$ cat src/rtl/tss_pkg.sv
// Package for the twin stack shared store unit.
// Holds operation and status codes, the controller/datapath command and status structs,
// and default sizes. No dependencies.
package tss_pkg;

    localparam int DATA_W            = 32;
    localparam int OP_W              = 3;
    localparam int STATUS_W          = 2;
    localparam int STORE_DEPTH_DEF   = 16;

    // Operation codes carried by an input item
    typedef enum logic [OP_W-1:0] {
        OP_PUSH_FIRST  = 3'd0,
        OP_PUSH_SECOND = 3'd1,
        OP_POP_FIRST   = 3'd2,
        OP_POP_SECOND  = 3'd3,
        OP_LIST_FIRST  = 3'd4,
        OP_LIST_SECOND = 3'd5
    } op_t;

    // Result status codes
    typedef enum logic [STATUS_W-1:0] {
        ST_OK    = 2'd0,
        ST_FULL  = 2'd1,
        ST_EMPTY = 2'd2
    } status_t;

    // Controller states
    typedef enum logic [1:0] {
        S_IDLE      = 2'd0,
        S_POP_DATA  = 2'd1,
        S_LIST_DATA = 2'd2
    } state_t;

    // Commands from controller to datapath
    typedef struct packed {
        logic    push_first;
        logic    push_second;
        logic    pop_first;
        logic    pop_second;
        logic    list_first;
        logic    list_second;
        logic    list_next;
        logic    load;
        status_t resp_status;
        logic    resp_mem;
        logic    resp_last;
    } cmd_t;

    // Status from datapath to controller
    typedef struct packed {
        logic full;
        logic first_empty;
        logic second_empty;
        logic cursor_end;
        logic out_free;
    } stat_t;

endpackage

$ cat src/rtl/tss_ctrl.sv
// Controller state machine for the twin stack shared store unit.
// Decodes items, sequences pops and lists, drives datapath commands. Uses tss_pkg.
module tss_ctrl (
    input  logic                        clk,
    input  logic                        rst_n,
    input  logic                        in_valid,
    output logic                        in_stall,
    input  logic [tss_pkg::OP_W-1:0]    operation,
    input  tss_pkg::stat_t              stat,
    output tss_pkg::cmd_t               cmd
);
    import tss_pkg::*;

    state_t state_reg;
    state_t state_next;
    logic   accept;

    // Items enter only when idle and the result register can take a value
    assign in_stall = !((state_reg == S_IDLE) && stat.out_free);
    assign accept   = in_valid && !in_stall;

    // State register
    always_ff @(posedge clk or negedge rst_n)
    begin
        if (!rst_n)
        begin
            state_reg <= S_IDLE;
        end
        else
        begin
            state_reg <= state_next;
        end
    end

    // Next state and commands
    always_comb
    begin
        state_next      = state_reg;
        cmd.push_first  = 1'b0;
        cmd.push_second = 1'b0;
        cmd.pop_first   = 1'b0;
        cmd.pop_second  = 1'b0;
        cmd.list_first  = 1'b0;
        cmd.list_second = 1'b0;
        cmd.list_next   = 1'b0;
        cmd.load        = 1'b0;
        cmd.resp_status = ST_OK;
        cmd.resp_mem    = 1'b0;
        cmd.resp_last   = 1'b1;
        case (state_reg)
            S_IDLE:
            begin
                if (accept)
                begin
                    case (op_t'(operation))
                        OP_PUSH_FIRST:
                        begin
                            cmd.load = 1'b1;
                            if (stat.full)
                                cmd.resp_status = ST_FULL;
                            else
                                cmd.push_first = 1'b1;
                        end
                        OP_PUSH_SECOND:
                        begin
                            cmd.load = 1'b1;
                            if (stat.full)
                                cmd.resp_status = ST_FULL;
                            else
                                cmd.push_second = 1'b1;
                        end
                        OP_POP_FIRST:
                        begin
                            if (stat.first_empty)
                            begin
                                cmd.load        = 1'b1;
                                cmd.resp_status = ST_EMPTY;
                            end
                            else
                            begin
                                cmd.pop_first = 1'b1;
                                state_next    = S_POP_DATA;
                            end
                        end
                        OP_POP_SECOND:
                        begin
                            if (stat.second_empty)
                            begin
                                cmd.load        = 1'b1;
                                cmd.resp_status = ST_EMPTY;
                            end
                            else
                            begin
                                cmd.pop_second = 1'b1;
                                state_next     = S_POP_DATA;
                            end
                        end
                        OP_LIST_FIRST:
                        begin
                            if (stat.first_empty)
                            begin
                                cmd.load        = 1'b1;
                                cmd.resp_status = ST_EMPTY;
                            end
                            else
                            begin
                                cmd.list_first = 1'b1;
                                state_next     = S_LIST_DATA;
                            end
                        end
                        OP_LIST_SECOND:
                        begin
                            if (stat.second_empty)
                            begin
                                cmd.load        = 1'b1;
                                cmd.resp_status = ST_EMPTY;
                            end
                            else
                            begin
                                cmd.list_second = 1'b1;
                                state_next      = S_LIST_DATA;
                            end
                        end
                        default:
                        begin
                            // unused codes: no result, no state change
                        end
                    endcase
                end
            end
            S_POP_DATA:
            begin
                if (stat.out_free)
                begin
                    cmd.load     = 1'b1;
                    cmd.resp_mem = 1'b1;
                    state_next   = S_IDLE;
                end
            end
            S_LIST_DATA:
            begin
                if (stat.out_free)
                begin
                    cmd.load      = 1'b1;
                    cmd.resp_mem  = 1'b1;
                    cmd.resp_last = stat.cursor_end;
                    if (stat.cursor_end)
                        state_next = S_IDLE;
                    else
                        cmd.list_next = 1'b1;
                end
            end
            default:
            begin
                state_next = S_IDLE;
            end
        endcase
    end

endmodule

$ cat src/rtl/tss_dp.sv
// Datapath for the twin stack shared store unit: shared memory, stack pointers,
// list cursor and result register. Uses tss_pkg.
module tss_dp #(
    parameter int STORE_DEPTH = tss_pkg::STORE_DEPTH_DEF
) (
    input  logic                                clk,
    input  logic                                rst_n,
    input  tss_pkg::cmd_t                       cmd,
    output tss_pkg::stat_t                      stat,
    input  logic signed [tss_pkg::DATA_W-1:0]   push_value,
    output logic                                out_valid,
    input  logic                                out_stall,
    output logic [tss_pkg::STATUS_W-1:0]        status,
    output logic signed [tss_pkg::DATA_W-1:0]   element,
    output logic                                last
);
    import tss_pkg::*;

    localparam int ADDR_W = (STORE_DEPTH > 1) ? $clog2(STORE_DEPTH) : 1;
    localparam int CNT_W  = $clog2(STORE_DEPTH + 1);
    localparam logic [CNT_W-1:0]  DEPTH_CNT = CNT_W'(STORE_DEPTH);
    localparam logic [ADDR_W-1:0] TOP_ADDR  = ADDR_W'(STORE_DEPTH - 1);

    logic [DATA_W-1:0] mem [STORE_DEPTH];

    logic [CNT_W-1:0]  first_count_reg, first_count_next;
    logic [CNT_W-1:0]  second_base_reg, second_base_next;
    logic [ADDR_W-1:0] cursor_reg, cursor_next;
    logic              dir_down_reg, dir_down_next;
    logic [DATA_W-1:0] rd_data_reg;
    logic              out_valid_reg, out_valid_next;
    status_t           status_reg;
    logic [DATA_W-1:0] element_reg;
    logic              last_reg;

    logic [CNT_W-1:0]  first_top;
    logic [CNT_W-1:0]  second_below;
    logic [ADDR_W-1:0] rd_addr;
    logic [ADDR_W-1:0] wr_addr;
    logic              rd_en;
    logic              wr_en;

    assign first_top    = first_count_reg - CNT_W'(1);
    assign second_below = second_base_reg - CNT_W'(1);

    // Status toward the controller
    assign stat.full         = (first_count_reg == second_base_reg);
    assign stat.first_empty  = (first_count_reg == '0);
    assign stat.second_empty = (second_base_reg == DEPTH_CNT);
    assign stat.cursor_end   = dir_down_reg ? (cursor_reg == '0) : (cursor_reg == TOP_ADDR);
    assign stat.out_free     = !out_valid_reg || !out_stall;

    // Memory address selection
    assign rd_en = cmd.pop_first || cmd.pop_second || cmd.list_first
                   || cmd.list_second || cmd.list_next;
    assign wr_en = cmd.push_first || cmd.push_second;

    always_comb
    begin
        if (cmd.pop_first || cmd.list_first)
            rd_addr = first_top[ADDR_W-1:0];
        else if (cmd.list_next)
            rd_addr = dir_down_reg ? (cursor_reg - ADDR_W'(1)) : (cursor_reg + ADDR_W'(1));
        else
            rd_addr = second_base_reg[ADDR_W-1:0];
    end

    assign wr_addr = cmd.push_first ? first_count_reg[ADDR_W-1:0]
                                    : second_below[ADDR_W-1:0];

    // Shared store, one write and one registered read port
    always_ff @(posedge clk)
    begin
        if (wr_en)
            mem[wr_addr] <= push_value;
        if (rd_en)
            rd_data_reg <= mem[rd_addr];
    end

    // Pointer and cursor updates
    always_comb
    begin
        first_count_next = first_count_reg;
        second_base_next = second_base_reg;
        cursor_next      = cursor_reg;
        dir_down_next    = dir_down_reg;
        if (cmd.push_first)
            first_count_next = first_count_reg + CNT_W'(1);
        if (cmd.pop_first)
            first_count_next = first_top;
        if (cmd.push_second)
            second_base_next = second_below;
        if (cmd.pop_second)
            second_base_next = second_base_reg + CNT_W'(1);
        if (cmd.list_first || cmd.list_second || cmd.list_next)
            cursor_next = rd_addr;
        if (cmd.list_first)
            dir_down_next = 1'b1;
        if (cmd.list_second)
            dir_down_next = 1'b0;
    end

    always_ff @(posedge clk or negedge rst_n)
    begin
        if (!rst_n)
        begin
            first_count_reg <= '0;
            second_base_reg <= DEPTH_CNT;
            cursor_reg      <= '0;
            dir_down_reg    <= 1'b0;
        end
        else
        begin
            first_count_reg <= first_count_next;
            second_base_reg <= second_base_next;
            cursor_reg      <= cursor_next;
            dir_down_reg    <= dir_down_next;
        end
    end

    // Result register
    always_comb
    begin
        if (cmd.load)
            out_valid_next = 1'b1;
        else if (!out_stall)
            out_valid_next = 1'b0;
        else
            out_valid_next = out_valid_reg;
    end

    always_ff @(posedge clk or negedge rst_n)
    begin
        if (!rst_n)
            out_valid_reg <= 1'b0;
        else
            out_valid_reg <= out_valid_next;
    end

    always_ff @(posedge clk)
    begin
        if (cmd.load)
        begin
            status_reg  <= cmd.resp_status;
            element_reg <= cmd.resp_mem ? rd_data_reg : '0;
            last_reg    <= cmd.resp_last;
        end
    end

    assign out_valid = out_valid_reg;
    assign status    = status_reg;
    assign element   = element_reg;
    assign last      = last_reg;

endmodule

$ cat src/rtl/twin_stack_shared_store_unit.sv
// Twin stack shared store unit: two LIFO stacks in one memory, first grows up, second down.
// Push: result in the cycle after accept; next item the following cycle if no output stall.
// Pop: element via a read register (registered memory read) to the result register, and no
// new item until then. List: elements one per cycle if no output stall, read port bound.
// Reset clears stack pointers and control; memory contents undefined until pushed.
// Depends on tss_pkg, tss_ctrl, tss_dp.
module twin_stack_shared_store_unit #(
    parameter int STORE_DEPTH = tss_pkg::STORE_DEPTH_DEF
) (
    input  logic                                clk,
    input  logic                                rst_n,
    input  logic                                in_valid,
    output logic                                in_stall,
    input  logic [tss_pkg::OP_W-1:0]            operation,
    input  logic signed [tss_pkg::DATA_W-1:0]   push_value,
    output logic                                out_valid,
    input  logic                                out_stall,
    output logic [tss_pkg::STATUS_W-1:0]        status,
    output logic signed [tss_pkg::DATA_W-1:0]   element,
    output logic                                last
);
    import tss_pkg::*;

    cmd_t  cmd;
    stat_t stat;

    tss_ctrl u_ctrl (
        .clk       (clk),
        .rst_n     (rst_n),
        .in_valid  (in_valid),
        .in_stall  (in_stall),
        .operation (operation),
        .stat      (stat),
        .cmd       (cmd)
    );

    tss_dp #(
        .STORE_DEPTH (STORE_DEPTH)
    ) u_dp (
        .clk        (clk),
        .rst_n      (rst_n),
        .cmd        (cmd),
        .stat       (stat),
        .push_value (push_value),
        .out_valid  (out_valid),
        .out_stall  (out_stall),
        .status     (status),
        .element    (element),
        .last       (last)
    );

    // Full and empty results are single and carry no element
    assert property (@(posedge clk) disable iff (!rst_n)
        (out_valid && (status == ST_FULL || status == ST_EMPTY)) |-> (last && element == '0))
        else $error("full/empty result not single or element nonzero");

    // Only list elements can be non-final, and they are always ok
    assert property (@(posedge clk) disable iff (!rst_n)
        (out_valid && !last) |-> (status == ST_OK))
        else $error("non-final result with error status");

    // A list streams without gaps once a non-final element is taken
    assert property (@(posedge clk) disable iff (!rst_n)
        (out_valid && !out_stall && !last) |=> out_valid)
        else $error("gap in list stream");

    // No new item enters while a list is still being emitted
    assert property (@(posedge clk) disable iff (!rst_n)
        (out_valid && !last) |-> in_stall)
        else $error("item accepted during list");

endmodule

$ cat config.mk
export PLATFORM = sky130hd
export DESIGN_NAME = twin_stack_shared_store_unit
export DESIGN_NICKNAME = d
export VERILOG_FILES = /design/src/rtl/tss_pkg.sv /design/src/rtl/tss_ctrl.sv /design/src/rtl/tss_dp.sv /design/src/rtl/twin_stack_shared_store_unit.sv
export SDC_FILE = /design/constraint.sdc
export NUM_CORES = 1
export LEC_CHECK = 0
export ABC_AREA = 0
export BUFFER_PORTS_ARGS = -buffer_cell sky130_fd_sc_hd__buf_2
export CAP_MARGIN = 20
export CORE_ASPECT_RATIO = 1.1
export CORE_MARGIN = 1.5
export CORE_UTILIZATION = 47
export DETAILED_ROUTE_END_ITERATION = 16
export PLACE_DENSITY_LB_ADDON = 0.2
export SLEW_MARGIN = 10
export SYNTH_ARGS = -nofsm -noshare
export SYNTH_HDL_FRONTEND = slang
export SYNTH_HIERARCHICAL = 1
export SYNTH_SLANG_ARGS = --single-unit
$ cat constraint.sdc
create_clock -name clk -period 4.85 [get_ports clk]
set_clock_uncertainty 0.15 [all_clocks]
set_input_delay 0.7275 -clock clk [delete_from_list [all_inputs] [get_ports clk]]
set_output_delay 0.7275 -clock clk [all_outputs]
set_load 0.05 [all_outputs]
==> results.yml <==
logic_synthesis:
  ys_top_cells_by_area: "edfxtp_1 (72%), mux2i_1 (5.3%), nand2_1 (3.4%)"
  ys_seq_area_share_pct: 74.4
  synthCells: 1478
  netlist_area_um2: 24000
  synth_seq_cells: 597
  synthFlopType: "edfxtp_1"
  synth_xor_area_share_pct: 0.730
  synth_mux_area_share_pct: 8.55
  synth_most_common_cell: "edfxtp_1"
  yosysTopAreaCellShare_pct: 72.5
  ys.warnings.count: 6
  synth-simple-area-share_pct: 5.89
  synthesis.nets: 1530
  synth-compound-area-share_pct: 7.05
  syn_area_per_cell_um2: 16.2
  ys_async_sr_fraction_pct: 3.02
  synth_fa_ha_area_share_pct: 0.751
  synth_common_cells: "edfxtp_1 (579), nand2_1 (218), mux2i_1 (128), a21oi_1 (69)"
  yosys.area.top_type: "edfxtp_1"
  synth_top_family_by_area: "multiplexers"
  yosysUniqueCellTypes: 62
  synth-edff-count: 579
timing:
  tns_ps: 0
  finalHoldViolations: 0
  max_slew.worst_pin.slew_ps: 957
  setup_violations: 0
  relSlewSlack_pct: 36.2
  clock.fmax_mhz: 240
  rsz0062_at_grt: "no"
  slew_violations: 0
  min_period_ps: 4170
  post-route-period-util_pct: 86.0
critical_path:
  cp_slowest_cell: "a31o_4"
  cpMostUsedCell: "buf_4"
  cp-start-kind: "flip-flop"
  ff2ff_path_depth: 11
  path_delay_family: "compound AO/OA/AOI/OAI gates"
  critPathArrivalTime_ps: 4500
  cp_max_fo: 74
  end_kind: "flip-flop"
  cp_cell_sequence: "inv_1, ha_1, nor4b_1, nor3_1, buf_4, nor2_2, a31o_4, buf_4, nand2_1, a32oi_1, a221o_1"
  timing.critical_path.buf_inv: 3
  critPathRequiredTime_ps: 5180
  critPathKind: "flip-flop to flip-flop"
  cp.depth: 11
  max_stage_delay_ps: 790
clocking:
  cts.clk_slew.worst_paths_ps: 60
  clock_path_buffers: 3
  ctsRootBufferMaster: "clkbuf_16"
  cts_resized: 0
  clock-sinks: 597
  htreeDepth: 2
  cts_tree: "yes"
  clk-insertion-delay-late_ps: 610
  cts_inserted_buffers: 58
route:
  ant_nets: 0
  wl_per_cell_um: 22.7
  first_iter_violations: 956
  firstDrtPassIters: 5
  wl_mm: 51.9
  dr_total_vias: 13000
  vias_per_cell: 5.68
  route.detailed.drc: 0
job:
  max_cap_violations: 0
grt:
  grt_pass1_vias: 12700
  gr-usage-all-layers_pct: 20.1
  grt_overflow: 0
  grt_antenna_before_repair: 2
  grt_pass1_wl_mm: 78.0
  grt_max_degree: 75
run_status:
  status: "complete, no violations"
place:
  port_buffers: 75
  placed_cells: 2180
  dp_hpwl_mm: 29.4
  gp_congestion: 0.817
cells_and_area:
  fin_nets: 1633
  multi_input_area_um2: 5680
  area.growth.synth_to_final_pct: 13.2
  num-fill-cells: 3956
  drive_gt1_share_pct: 19.2
  fin_cells: 2286
  largest_reg_flops: 512
  ff_latch_area_um2: 17800
pwr:
  comb_power_share_pct: 35.9
  cellPowerDensity_nw_per_um2: 624
  p_seq_share_pct: 38.8
  clkPwrFrac_pct: 25.3
  ir_drop_v: 0.000518
  p_switching_uw: 5860
  swShare_pct: 34.6
  intPower_uw: 11100
  total_leakage_power_uw: 0.00935
die:
  die_w_um: 218
  core_area_um2: 50300
  start_util_pct: 47.7
  die_y_um: 240
  die_area_um2: 52400
  num_io_pins: 76
  rows: 86
hold_path:
  holdCritPathClass: "input pin to flip-flop"
  min_path_cells: 1
## layout by cell type, fill, tap and decap left out, drive strengths merged, types with 8 or more instances in the layout
cell | netlist | layout
buf | 53 | 132
clkinv | 0 | 22
and2 | 33 | 33
a32oi | 67 | 67
xor2 | 9 | 9
inv | 9 | 11
a21oi | 70 | 70
edfxtp | 579 | 579
mux2i | 129 | 129
a221o | 32 | 32
dfrtp | 17 | 17
o22ai | 33 | 33
clkbuf | 37 | 71
nor2 | 31 | 31
nor3 | 8 | 8
nand2 | 218 | 218
o21ai | 11 | 11
xnor2 | 11 | 11
mux2 | 67 | 67
ha | 12 | 12
## per-layer routing
layer  track usage, %  share of wire, %  up-vias
met5                0                 0        -
li1                 -                 -     5934
met2             33.7                49      359
met4             7.06               3.1        0
met3             3.28               5.3       85
met1             26.6                43     6613
## power groups by stage
| stage | clock, uW | sequential, uW | combinational, uW |
|---|---|---|---|
| after detailed placement | 0 | 6680 | 6110 |
| after global routing | 4580 | 6610 | 6560 |
| after floorplan | 0 | 7060 | 4190 |
| after CTS | 4380 | 6570 | 6130 |
| final | 4290 | 6570 | 6080 |
| after global placement | 0 | 6670 | 6010 |
## metrics by stage
step / cell area (um^2) / worst slack, ps / power [uW] / hold slack (ps) / utilization, %
3_3_place_gp: 25300 / 577 / 12700 / 357 / 50.4
3_5_place_dp: 25300 / 529 / 12800 / 362 / 50.4
6_report: 27100 / 680 / 16900 / 331 / 54.0
5_1_grt: 27100 / 309 / 17800 / 322 / 54.0
4_1_cts: 27100 / 697 / 17100 / 303 / 54.0
2_1_floorplan: 24000 / 708 / 11200 / 282 / -
## final cells by class
cell class,instances,area share (%)
multi-input cells,782,20.9
repair buffers,133,3.55
clock buffers,71,5.53
clock inverters,32,1.10
flip-flops and latches,597,65.7
well taps,660,3.04
diodes,2,0.0184
inverters,9,0.124
## timing repair
action / CTS / global route
hold endpoints to repair: 17 / 0
hold buffers: 1 / 0
buffers inserted: 0 / 0
## cells by family (layout without fill, tap and decap cells)
logic type	after synthesis	count (layout)
flops	597	597
other cells	0	2
buf+inv	99	245
xor+xnor	20	20
mux	196	196
simple gates	321	321
fa+ha+maj	14	14
compound gates	231	231
## final timing paths
check                                        startpoint  slack (ps)                 endpoint
max in group asynchronous                         rst_n        3750  u_dp/second_base_reg[4]
min in group asynchronous                         rst_n         460  u_dp/second_base_reg[3]
worst min-delay path                     push_value[26]         330          u_dp/mem[1][26]
worst max register to register  u_dp/first_count_reg[0]         680     u_dp/rd_data_reg[30]
worst max-delay path            u_dp/first_count_reg[0]         680     u_dp/rd_data_reg[30]
worst min register to register      u_dp/rd_data_reg[4]         370          u_dp/element[4]
(Power assumes the default switching activity.)
